--- src/abm_pkg.sv ---
// Package for the array bag multiset: sizes, request codes and beat types.
// Used by the sequencer and the top level; depends on nothing else.
package abm_pkg;

   localparam int DEPTH      = 64;
   localparam int ITEM_WIDTH = 32;
   localparam int IDX_W      = (DEPTH > 1) ? $clog2(DEPTH) : 1;
   localparam int CNT_W      = 7;

   typedef enum logic [1:0] {
      OP_ADD    = 2'd0,
      OP_REMOVE = 2'd1,
      OP_QUERY  = 2'd2,
      OP_CLEAR  = 2'd3
   } op_type;

   typedef struct packed {
      logic [1:0]  req_type;
      logic [31:0] item_value;
   } req_beat_type;

   typedef struct packed {
      logic             ok;
      logic [CNT_W-1:0] match_count;
      logic [CNT_W-1:0] size_now;
      logic             is_full;
      logic             is_empty;
   } rsp_beat_type;

endpackage

--- src/array_bag_multiset.sv ---
// Top level of the array bag multiset: limit register, entry memory and
// sequencer. Depends on abm_pkg, abm_ram and abm_seq.
//
// A request beat is taken only while the sequencer is idle. Add and clear
// pass through the execute and result states into the output register;
// remove and query read the stored entries one per cycle through the
// single memory read port, and a remove that finds its match stops early
// and moves the last entry into the freed slot in a separate move state.
// A finished result waits in the output register while the next request
// is already taken. The limit register can be written at any time the
// block is idle; zero acts as one and values above the depth act as the
// depth.
module array_bag_multiset (
   input  logic                      clock,
   input  logic                      reset,
   input  logic                      req_valid,
   output logic                      req_stall,
   input  abm_pkg::req_beat_type     req_beat,
   output logic                      rsp_valid,
   input  logic                      rsp_stall,
   output abm_pkg::rsp_beat_type     rsp_beat,
   input  logic                      csr_valid,
   output logic                      csr_ready,
   input  logic [abm_pkg::CNT_W-1:0] csr_wdata
);
   import abm_pkg::*;

   logic [CNT_W-1:0]      limit_ff, limit_in;
   logic [CNT_W-1:0]      lim;
   logic                  ram_we;
   logic [IDX_W-1:0]      ram_waddr;
   logic [ITEM_WIDTH-1:0] ram_wdata;
   logic [IDX_W-1:0]      ram_raddr;
   logic [ITEM_WIDTH-1:0] ram_rdata;

   assign csr_ready = 1'b1;
   assign limit_in  = (csr_valid && csr_ready) ? csr_wdata : limit_ff;

   always_ff @(posedge clock) begin
      if (reset) begin
         limit_ff <= CNT_W'(64);
      end else begin
         limit_ff <= limit_in;
      end
   end

   always_comb begin
      if (limit_ff == '0) begin
         lim = CNT_W'(1);
      end else if (limit_ff > CNT_W'(DEPTH)) begin
         lim = CNT_W'(DEPTH);
      end else begin
         lim = limit_ff;
      end
   end

   abm_ram #(
      .DEPTH (DEPTH),
      .WIDTH (ITEM_WIDTH),
      .AW    (IDX_W)
   ) u_ram (
      .clock   (clock),
      .wr_en   (ram_we),
      .wr_addr (ram_waddr),
      .wr_data (ram_wdata),
      .rd_addr (ram_raddr),
      .rd_data (ram_rdata)
   );

   abm_seq u_seq (
      .clock     (clock),
      .reset     (reset),
      .req_valid (req_valid),
      .req_stall (req_stall),
      .req_beat  (req_beat),
      .lim       (lim),
      .rsp_valid (rsp_valid),
      .rsp_stall (rsp_stall),
      .rsp_beat  (rsp_beat),
      .ram_we    (ram_we),
      .ram_waddr (ram_waddr),
      .ram_wdata (ram_wdata),
      .ram_raddr (ram_raddr),
      .ram_rdata (ram_rdata)
   );

endmodule

--- src/abm_ram.sv ---
// Generic single-write, single-read memory with a registered read port.
// Stands alone; used by the top level to hold the stored entries.
module abm_ram #(
   parameter int DEPTH = 64,
   parameter int WIDTH = 32,
   parameter int AW    = (DEPTH > 1) ? $clog2(DEPTH) : 1
) (
   input  logic             clock,
   input  logic             wr_en,
   input  logic [AW-1:0]    wr_addr,
   input  logic [WIDTH-1:0] wr_data,
   input  logic [AW-1:0]    rd_addr,
   output logic [WIDTH-1:0] rd_data
);

   logic [WIDTH-1:0] mem [DEPTH];

   always_ff @(posedge clock) begin
      if (wr_en) begin
         mem[wr_addr] <= wr_data;
      end
      rd_data <= mem[rd_addr];
   end

endmodule

--- src/abm_seq.sv ---
// Sequencer of the bag: request decode, entry count, one-entry-per-cycle
// scan with a shared compare, remove compaction and the result register.
// Depends on abm_pkg; drives the ports of abm_ram.
module abm_seq (
   input  logic                        clock,
   input  logic                        reset,
   input  logic                        req_valid,
   output logic                        req_stall,
   input  abm_pkg::req_beat_type       req_beat,
   input  logic [abm_pkg::CNT_W-1:0]   lim,
   output logic                        rsp_valid,
   input  logic                        rsp_stall,
   output abm_pkg::rsp_beat_type       rsp_beat,
   output logic                        ram_we,
   output logic [abm_pkg::IDX_W-1:0]   ram_waddr,
   output logic [abm_pkg::ITEM_WIDTH-1:0] ram_wdata,
   output logic [abm_pkg::IDX_W-1:0]   ram_raddr,
   input  logic [abm_pkg::ITEM_WIDTH-1:0] ram_rdata
);
   import abm_pkg::*;

   typedef enum logic [2:0] {
      ST_IDLE,
      ST_EXEC,
      ST_SCAN,
      ST_MOVE,
      ST_RESULT
   } state_type;

   state_type        state_ff, state_in;
   req_beat_type     req_ff, req_in;
   logic [CNT_W-1:0] count_ff, count_in;
   logic [CNT_W-1:0] issue_ff, issue_in;
   logic [CNT_W-1:0] hits_ff, hits_in;
   logic             cmp_vld_ff, cmp_vld_in;
   logic [IDX_W-1:0] cmp_idx_ff, cmp_idx_in;
   logic [IDX_W-1:0] match_idx_ff, match_idx_in;
   logic             ok_ff, ok_in;
   logic             rsp_valid_ff, rsp_valid_in;
   rsp_beat_type     rsp_ff, rsp_in;
   logic             hit;
   logic [CNT_W-1:0] last;

   assign hit  = cmp_vld_ff && (ram_rdata == req_ff.item_value[ITEM_WIDTH-1:0]);
   assign last = count_ff - CNT_W'(1);

   always_comb begin
      state_in     = state_ff;
      req_in       = req_ff;
      count_in     = count_ff;
      issue_in     = issue_ff;
      hits_in      = hits_ff;
      cmp_vld_in   = 1'b0;
      cmp_idx_in   = cmp_idx_ff;
      match_idx_in = match_idx_ff;
      ok_in        = ok_ff;
      rsp_valid_in = rsp_valid_ff && rsp_stall;
      rsp_in       = rsp_ff;
      ram_we       = 1'b0;
      ram_waddr    = count_ff[IDX_W-1:0];
      ram_wdata    = req_ff.item_value[ITEM_WIDTH-1:0];
      ram_raddr    = issue_ff[IDX_W-1:0];
      unique case (state_ff)
         ST_IDLE: begin
            if (req_valid) begin
               req_in   = req_beat;
               state_in = ST_EXEC;
            end
         end
         ST_EXEC: begin
            ok_in    = 1'b0;
            hits_in  = '0;
            issue_in = '0;
            unique case (op_type'(req_ff.req_type))
               OP_ADD: begin
                  if (count_ff < lim) begin
                     ram_we   = 1'b1;
                     count_in = count_ff + CNT_W'(1);
                     ok_in    = 1'b1;
                  end
                  state_in = ST_RESULT;
               end
               OP_REMOVE, OP_QUERY: begin
                  state_in = ST_SCAN;
               end
               OP_CLEAR: begin
                  count_in = '0;
                  ok_in    = 1'b1;
                  state_in = ST_RESULT;
               end
               default: state_in = ST_RESULT;
            endcase
         end
         ST_SCAN: begin
            if (hit && (op_type'(req_ff.req_type) == OP_REMOVE)) begin
               ram_raddr    = last[IDX_W-1:0];
               match_idx_in = cmp_idx_ff;
               state_in     = ST_MOVE;
            end else begin
               if (hit) begin
                  hits_in = hits_ff + CNT_W'(1);
               end
               if (issue_ff < count_ff) begin
                  ram_raddr  = issue_ff[IDX_W-1:0];
                  cmp_vld_in = 1'b1;
                  cmp_idx_in = issue_ff[IDX_W-1:0];
                  issue_in   = issue_ff + CNT_W'(1);
               end else if (!cmp_vld_ff) begin
                  ok_in    = (op_type'(req_ff.req_type) == OP_QUERY) && (hits_ff != '0);
                  state_in = ST_RESULT;
               end
            end
         end
         ST_MOVE: begin
            ram_we    = 1'b1;
            ram_waddr = match_idx_ff;
            ram_wdata = ram_rdata;
            count_in  = last;
            ok_in     = 1'b1;
            state_in  = ST_RESULT;
         end
         ST_RESULT: begin
            if (!rsp_valid_ff || !rsp_stall) begin
               rsp_valid_in       = 1'b1;
               rsp_in.ok          = ok_ff;
               rsp_in.match_count = (op_type'(req_ff.req_type) == OP_QUERY) ? hits_ff : '0;
               rsp_in.size_now    = count_ff;
               rsp_in.is_full     = (count_ff >= lim);
               rsp_in.is_empty    = (count_ff == '0);
               state_in           = ST_IDLE;
            end
         end
         default: state_in = ST_IDLE;
      endcase
   end

   always_ff @(posedge clock) begin
      if (reset) begin
         state_ff     <= ST_IDLE;
         count_ff     <= '0;
         cmp_vld_ff   <= 1'b0;
         rsp_valid_ff <= 1'b0;
      end else begin
         state_ff     <= state_in;
         count_ff     <= count_in;
         cmp_vld_ff   <= cmp_vld_in;
         rsp_valid_ff <= rsp_valid_in;
      end
      req_ff       <= req_in;
      issue_ff     <= issue_in;
      hits_ff      <= hits_in;
      cmp_idx_ff   <= cmp_idx_in;
      match_idx_ff <= match_idx_in;
      ok_ff        <= ok_in;
      rsp_ff       <= rsp_in;
   end

   assign req_stall = (state_ff != ST_IDLE);
   assign rsp_valid = rsp_valid_ff;
   assign rsp_beat  = rsp_ff;

   a_count_bound: assert property (@(posedge clock) disable iff (reset)
      count_ff <= CNT_W'(DEPTH))
      else $error("entry count above depth");

   a_accept_exec: assert property (@(posedge clock) disable iff (reset)
      (req_valid && !req_stall) |=> (state_ff == ST_EXEC))
      else $error("accepted request did not start");

   a_write_state: assert property (@(posedge clock) disable iff (reset)
      ram_we |-> ((state_ff == ST_EXEC) || (state_ff == ST_MOVE)))
      else $error("entry write outside add or compaction");

   a_scan_bound: assert property (@(posedge clock) disable iff (reset)
      (state_ff == ST_SCAN) |-> ((issue_ff <= count_ff) && (hits_ff <= count_ff)))
      else $error("scan ran past stored entries");

   a_move_shrinks: assert property (@(posedge clock) disable iff (reset)
      (state_ff == ST_MOVE) |=> (count_ff == $past(count_ff) - CNT_W'(1)))
      else $error("remove did not shrink the count");

endmodule

--- config.mk ---
export PLATFORM = sky130hd
export DESIGN_NAME = array_bag_multiset
export DESIGN_NICKNAME = d
export VERILOG_FILES = /design/src/abm_pkg.sv /design/src/array_bag_multiset.sv /design/src/abm_ram.sv /design/src/abm_seq.sv
export SDC_FILE = /design/constraint.sdc
export NUM_CORES = 2
export LEC_CHECK = 0
export BUFFER_PORTS_ARGS = -buffer_cell sky130_fd_sc_hd__buf_2
export CAP_MARGIN = 15
export CORE_UTILIZATION = 60
export DETAILED_ROUTE_END_ITERATION = 12
export GPL_TIMING_DRIVEN = 1
export PLACE_DENSITY = 0.76
export SYNTH_ARGS = -nofsm -noshare
export SYNTH_HDL_FRONTEND = slang
export SYNTH_SLANG_ARGS = --single-unit
--- constraint.sdc ---
create_clock -name clock -period 12.5 [get_ports clock]
set_clock_uncertainty 0.2 [all_clocks]
set_input_delay 2.5 -clock clock [delete_from_list [all_inputs] [get_ports clock]]
set_output_delay 2.5 -clock clock [all_outputs]
set_load 0.05 [all_outputs]
# [Word-level counts from Yosys, hierarchy flattened]
# Memories as Yosys holds them, arrays and structs flattened. A register that Yosys moved wholly into a read port is not among the register bits.
# Cells that the tools add are included.
[word_totals] register_bits=97 ram_bits=2048 word_cells=110 memories=1
[mem_list] name="u_ram.mem" depth=64 word_bits=32 read_ports=1 rd_ports_with_merged_regs=1 write_ports=1 line_no="abm_ram.sv:16" source="logic [WIDTH-1:0] mem [DEPTH];"
[op_classes] n_addsub=4 n_lt_le_gt_ge=4 eq_ne=19 muxes=35 bitwise=2 reduce_logical=28
[ops] op="case mux 7 bit (2 select lines)" n=4
[ops] op="2-to-1 mux 7 bit" n=7
[ops] op="equality test 32 bit" n=1
[ops] op="2-to-1 mux 32 bit" n=1
[ops] op="adder 7 x 1 -> 7 bit (second input constant)" n=3
[ops] op="2-to-1 mux 6 bit" n=3
[ops] op="2-to-1 mux 3 bit" n=5
[ops] op="case mux 3 bit (5 select lines)" n=1
[ops] op="zero test 7 bit" n=2
[ops] op="< comparator 7 bit" n=2
[ops] op="AND reduction 3 bit" n=4
[ops] op="2-to-1 mux 1 bit" n=10
[ops] op="inequality test 2 bit (second input constant)" n=4
[ops] op="AND reduction 4 bit" n=2
[ops] op="greater-or-equal comparator 7 bit" n=1
[ops] op="greater-than comparator 7 bit (second input constant)" n=1
[ops] op="nonzero test 7 bit" n=1
[ops] op="subtractor 7 x 1 -> 7 bit (second input constant)" n=1
[ops] op="equality test 3 x 2 -> 1 bit (second input constant)" n=2
[ops] op="inequality test 2 x 1 -> 1 bit (second input constant)" n=3
[ops] op="inequality test 3 x 2 -> 1 bit (second input constant)" n=2
[ops] op="case mux 3 bit (2 select lines)" n=1
[ops] op="AND reduction 2 bit" n=3
[ops] op="nonzero test 3 bit" n=2
[ops] op="other kinds (17)" n=26

# [Logic depth before layout (Yosys ltp)]
[depth] depth_word=9 ltp_mapped=14 ltp_nobuf=13

# [By module]
# From an unflattened synthesis, not the netlist that was laid out.
[hier_totals] cells_unflattened=3842 hier_area_um2=83721.5
[by_module_without_submodules] mod="abm_ram" instances=1 cells_each=3324 area_per_inst_um2=78515.3 seq_area_each_um2=62139.6
[by_module_without_submodules] mod="abm_seq" instances=1 cells_each=485 area_per_inst_um2=4888.4 seq_area_each_um2=2582.5
[by_module_without_submodules] mod="array_bag_multiset" instances=1 cells_each=33 area_per_inst_um2=317.8 seq_area_each_um2=140.1

# [Worst setup path after synthesis]
# OpenSTA, ideal clock, no wires.
[synth_path] kind="reg-to-reg" startpoint="register limit_ff[6]" endpoint="memory u_ram.mem[45][0], enable pin" arrival_time_ns=4.270 required_ns=11.832 path_slack_ns=7.562 stages_incl_launch_ff=11 path_cell_list="dfxtp_1 inv_1 nand2_1 ha_1 a21o_1 a21o_1 a211oi_1 a21oi_1 nor2_1 nand3_1 nor3b_1"
[synth_via] elab_chain_len=9
[synth_rtl] element="start: declaration" line_no="array_bag_multiset.sv:28" source="logic [CNT_W-1:0] limit_ff, limit_in;"
[synth_rtl] element="start signal: assignment" line_no="array_bag_multiset.sv:43" source="limit_ff <= limit_in;"
[synth_rtl] element="greater-than comparator 7 bit" line_no="array_bag_multiset.sv:50" source="end else if (limit_ff > CNT_W'(DEPTH)) begin"
[synth_rtl] element="2-to-1 mux 7 bit" line_no="array_bag_multiset.sv:50"
[synth_rtl] element="2-to-1 mux 7 bit (*)" line_no="array_bag_multiset.sv:48" source="if (limit_ff == '0) begin"
[synth_rtl] element="< comparator 7 bit (*)" line_no="abm_seq.sv:76" source="if (count_ff < lim) begin"
[synth_rtl] element="2-to-1 mux 1 bit (*)" line_no="abm_seq.sv:76"
[synth_rtl] element="2-to-1 mux 1 bit (*)" line_no="abm_seq.sv:74" source="unique case (op_type'(req_ff.req_type))"
[synth_rtl] element="case mux 1 bit (2 select lines) (*)" line_no="abm_seq.sv:63" source="unique case (state_ff)"
[synth_rtl] element="2-to-1 mux 1 bit (*)" line_no="abm_ram.sv:19" source="if (wr_en) begin"
[synth_rtl] element="2-to-1 mux 1 bit (not written as such) (*)" line_no="abm_ram.sv:20" source="mem[wr_addr] <= wr_data;"
[synth_rtl] element="end: declaration" line_no="abm_ram.sv:16"
# Mark *: on every way between the ends. The rest lies on a longest branch, timed or not.

# [Worst setup path in the final report]
[layout_path] startpoint="register u_seq.req_ff[30] (netlist name)" endpoint="register u_ram.rd_data[11], read port of u_ram.mem"
[layout_via] elab_chain_len=5
[layout_rtl] element="start: declaration" line_no="abm_seq.sv:31" source="req_beat_type req_ff, req_in;"
[layout_rtl] element="start signal: assignment" line_no="abm_seq.sv:149" source="req_ff <= req_in;"
[layout_rtl] element="equality test 32 bit" line_no="abm_seq.sv:44" source="assign hit = cmp_vld_ff && (ram_rdata == req_ff.item_value[ITEM_WIDTH-1:0]);"
[layout_rtl] element="logical AND 1 bit" line_no="abm_seq.sv:44"
[layout_rtl] element="logical AND 1 bit" line_no="abm_seq.sv:95" source="if (hit && (op_type'(req_ff.req_type) == OP_REMOVE)) begin"
[layout_rtl] element="2-to-1 mux 6 bit" line_no="abm_seq.sv:95"
[layout_rtl] element="2-to-1 mux 6 bit" line_no="abm_seq.sv:63"
[layout_rtl] element="end: declaration" line_no="abm_ram.sv:13" source="output logic [WIDTH-1:0] rd_data"
# Every way passes these cells.
# A chain may end at the register's enable or synchronous reset.

==> summary.txt <==
Global routing
  • Initial antenna violation count: 9
  • Vias in the first global route: 50900
  • Total grt overflow: 0
  • Largest net degree at the start of global routing: 191
  • Gr usage total: 34.9%
  • First-pass GRT wire length: 354 mm

Clock network
  • Clock Path Buffers: 3
  • Hold buffer count at cts: 0
  • Post-CTS Resized: 0
  • Clk Latency, worst-skew pair: 0.83 ns
  • Clock slew at reported path FFs: 0.07 ns
  • Num CTS Buffers: 206
  • CTS H-Tree Depth: 4
  • CTS Sinks: 2177
  • Clock root cell: clkbuf_16
  • CTS tree: done
  • Setup bufs post-CTS: 0

Final layout
  • Final instance area: 94900 sq um
  • Area growth syn-to-layout: 11.1%
  • Layout cell share with drive strength beyond 1: 11.7%
  • Layout Nets: 5690
  • # fillers: 9098

Power
  • Power density cells: 206 nW/um^2
  • Worst VDD drop: 0.162 mV
  • Leak Pwr: 0.0315 uW

Synthesis
  • EDFF count, synth: 2126
  • Mapped Area: 85400 sq um
  • Commonest cells post-synth: 2126 x edfxtp_1, 619 x nand2_1, 380 x mux2i_1
  • Synthesized net count: 5646
  • Synth async-reset ratio: 0%
  • Register area share after synthesis: 76.0%
  • Area share of the largest cell type after synthesis: 74.8%
  • Cell with the most instances after synthesis: edfxtp_1
  • Synthesized area per cell: 15.3 sq um
  • Dominant cells by area after synthesis: edfxtp_1 75%, mux2i_1 4.5%, nand2_1 2.7%, a211oi_1 2.5%, a21oi_1 1.6%
  • Cell taking the most area after synthesis: edfxtp_1
  • Post-Syn Instances: 5578
  • Post-synth top flop: edfxtp_1
  • Ys Warns: 0
  • Yosys reg bits: 2177
  • Yosys cell types: 62

Timing
  • Final min period: 6.85 ns
  • Highest Clock Rate: 146 MHz
  • TNS Setup: 0 ns
  • Hold Violations, Final: 0
  • Slew headroom: 8.98%
  • Final count of negative-setup-slack endpoints: 0
  • Fin crit share: 54.8%
  • Unrepaired setup endpoints after global routing: no
  • Max-slew violation count: 0
  • Worst Tran Pin Value: 1.35 ns

Worst setup path
  • Critical R2R Launch: u_seq.req_ff[30]$_DFFE_PP_
  • R2R cell count: 13
  • Arrival time worst endpoint: 7.31 ns
  • Slowest-stage cell, CP: mux2i_4
  • R2r endpoint: u_ram.rd_data[11]$_DFF_P_
  • Setup crit start kind: register
  • CP required: 12.96 ns
  • Critical Path Start: u_seq.req_ff[30]$_DFFE_PP_
  • CP cell instances: xnor2_1 -> nand4_1 -> or2_1 -> nor3_2 -> buf_4 -> mux2i_4 -> buf_4 -> buf_4 -> or2_2 -> buf_4 -> o22ai_1 -> nor4_1 -> nand4_1
  • WS Path Type: reg -> reg
  • Worst setup path endpoint: u_ram.rd_data[11]$_DFF_P_
  • Crit path max fanout: 43
  • Crit-path max cell delay: 0.70 ns
  • Reg2Reg Setup Slack: 5.65 ns
  • Crit. End Element: register
  • CP dominant cell by count: buf_4

Flow run
  • # Max-Cap Violations: 0

Die
  • Initial core utilization: 60.4%
  • Die height: 379 um
  • IO Pins: 66
  • Cell row count: 138
  • CORE AREA: 141000 sq um
  • Die width: 379 um
  • Die area: 144000 sq um

Route
  • DR vias: 53800
  • WL/cell: 32.8 um
  • DRC: 0
  • Antenna-violating nets left: 0
  • Vias per std cell: 7.00
  • Pre-Repair DR Iteration Count: 9
  • Detailed Route Iter0 Violations: 10100
  • Final WL: 252 mm

Placement
  • Final GP Congestion: 0.908
  • Area of placed instances: 88200 sq um
  • DPL Wire Length: 130 mm
  • IO buf count: 64

Outcome
  • Outcome: finished, final reports clean

Worst hold path
  • Hold/Removal Path Class: reg -> reg
==> power breakdown <==
part	internal [uW]	switching, uW	total, uW	leakage, uW
combinational	1230	3410	4630	0.00888
clock	3290	2610	5890	0.00303
sequential	8860	130	8990	0.0196
total	13400	6150	19500	0.0315
==> cell usage in the layout (no fill, tap or decap), drive strengths merged, types with 123 or more instances in the layout <==
| master | count |
|---|---|
| edfxtp | 2126 |
| nand3 | 179 |
| a211oi | 279 |
| nor4 | 123 |
| a21oi | 275 |
| buf | 218 |
| o22ai | 176 |
| and3 | 218 |
| nand2 | 620 |
| mux2i | 380 |
| nor2 | 129 |
| clkbuf | 276 |
==> layout make-up <==
type | instances | area [sq um] | area share (%)
Multi-Input combinational cell | 3000 | 19500 | 20.6
Timing Repair Buffer | 218 | 1770 | 1.87
Sequential cell | 2177 | 64900 | 68.4
Clock buffer | 276 | 5560 | 5.87
Tap cell | 1890 | 2360 | 2.49
Inverter | 19 | 71.3 | 0.0752
Antenna cell | 6 | 15.0 | 0.0158
Clock inverter | 95 | 692 | 0.729
==> stage by stage <==
| stage | hold slack (ns) | cells | utilization, % | total power, uW | setup slack (ns) |
|---|---|---|---|---|---|
| 6_report | 0.219 | 7681 | 67.1 | 19500 | 5.65 |
| 5_1_grt | 0.237 | 7676 | 67.1 | 20000 | 5.71 |
| 3_3_place_gp | 0.201 | 7289 | 62.4 | 13400 | 6.18 |
| 2_1_floorplan | 0.200 | 5578 | - | 11900 | 7.56 |
| 3_5_place_dp | 0.209 | 7289 | 62.4 | 13500 | 6.08 |
| 4_1_cts | 0.219 | 7660 | 66.8 | 19300 | 6.01 |
==> critical path, delay by kind of cell, from the launching register on <==
family	cells	cell delay (ns)
AO/OA/AOI/OAI	1	0.14
XOR/XNOR	1	0.51
buffers and inverters	4	2.24
flip-flops	1	0.42
multiplexers	1	0.70
AND/OR/NAND/NOR	6	2.31
==> cells by family after synthesis <==
logic type,after synthesis,share of synthesized area [%]
flip-flops,2177,76.0
AND/OR/NAND/NOR,1395,7.79
AO/OA/AOI/OAI,1136,8.70
buffers and inverters,401,2.02
multiplexers,397,4.68
XOR/XNOR,49,0.503
adder cells (fa/ha/maj),22,0.322
other,1,0.00439
==> layer usage <==
layer	wire, um	track usage [%]	part of all wire [%]	up-vias
li1	-	-	-	22000
met1	87200	47.1	35	26500
met2	111000	51.4	44	4484
met3	36100	9.07	14	816
met4	17200	20.6	6.9	8
met5	56	0	0.022	-
==> state kept, by name (all words and copies together), names as in the netlist, 3 cells and up <==
| name | cells |
|---|---|
| limit_ff | 7 |
| u_ram.mem | 2048 |
| u_ram.rd_data | 32 |
| u_seq.cmp_idx_ff | 6 |
| u_seq.count_ff | 7 |
| u_seq.hits_ff | 7 |
| u_seq.issue_ff | 7 |
| u_seq.match_idx_ff | 6 |
| u_seq.req_ff | 34 |
| u_seq.rsp_beat | 17 |
| u_seq.state_ff | 3 |
==> worst min-delay path by stage <==
stage                                             start                              end  slack (ns)  cells after the start
after CTS                 u_seq.cmp_idx_ff[2]$_DFFE_PP_  u_seq.match_idx_ff[2]$_DFFE_PP_        0.22                      0
after global routing      u_seq.cmp_idx_ff[1]$_DFFE_PP_  u_seq.match_idx_ff[1]$_DFFE_PP_        0.24                      0
after floorplan           u_seq.cmp_idx_ff[0]$_DFFE_PP_  u_seq.match_idx_ff[0]$_DFFE_PP_        0.20                      0
final                     u_seq.cmp_idx_ff[2]$_DFFE_PP_  u_seq.match_idx_ff[2]$_DFFE_PP_        0.22                      0
after global placement    u_seq.cmp_idx_ff[1]$_DFFE_PP_  u_seq.match_idx_ff[1]$_DFFE_PP_        0.20                      0
after detailed placement  u_seq.cmp_idx_ff[1]$_DFFE_PP_  u_seq.match_idx_ff[1]$_DFFE_PP_        0.21                      0
(Power assumes the default switching activity.)
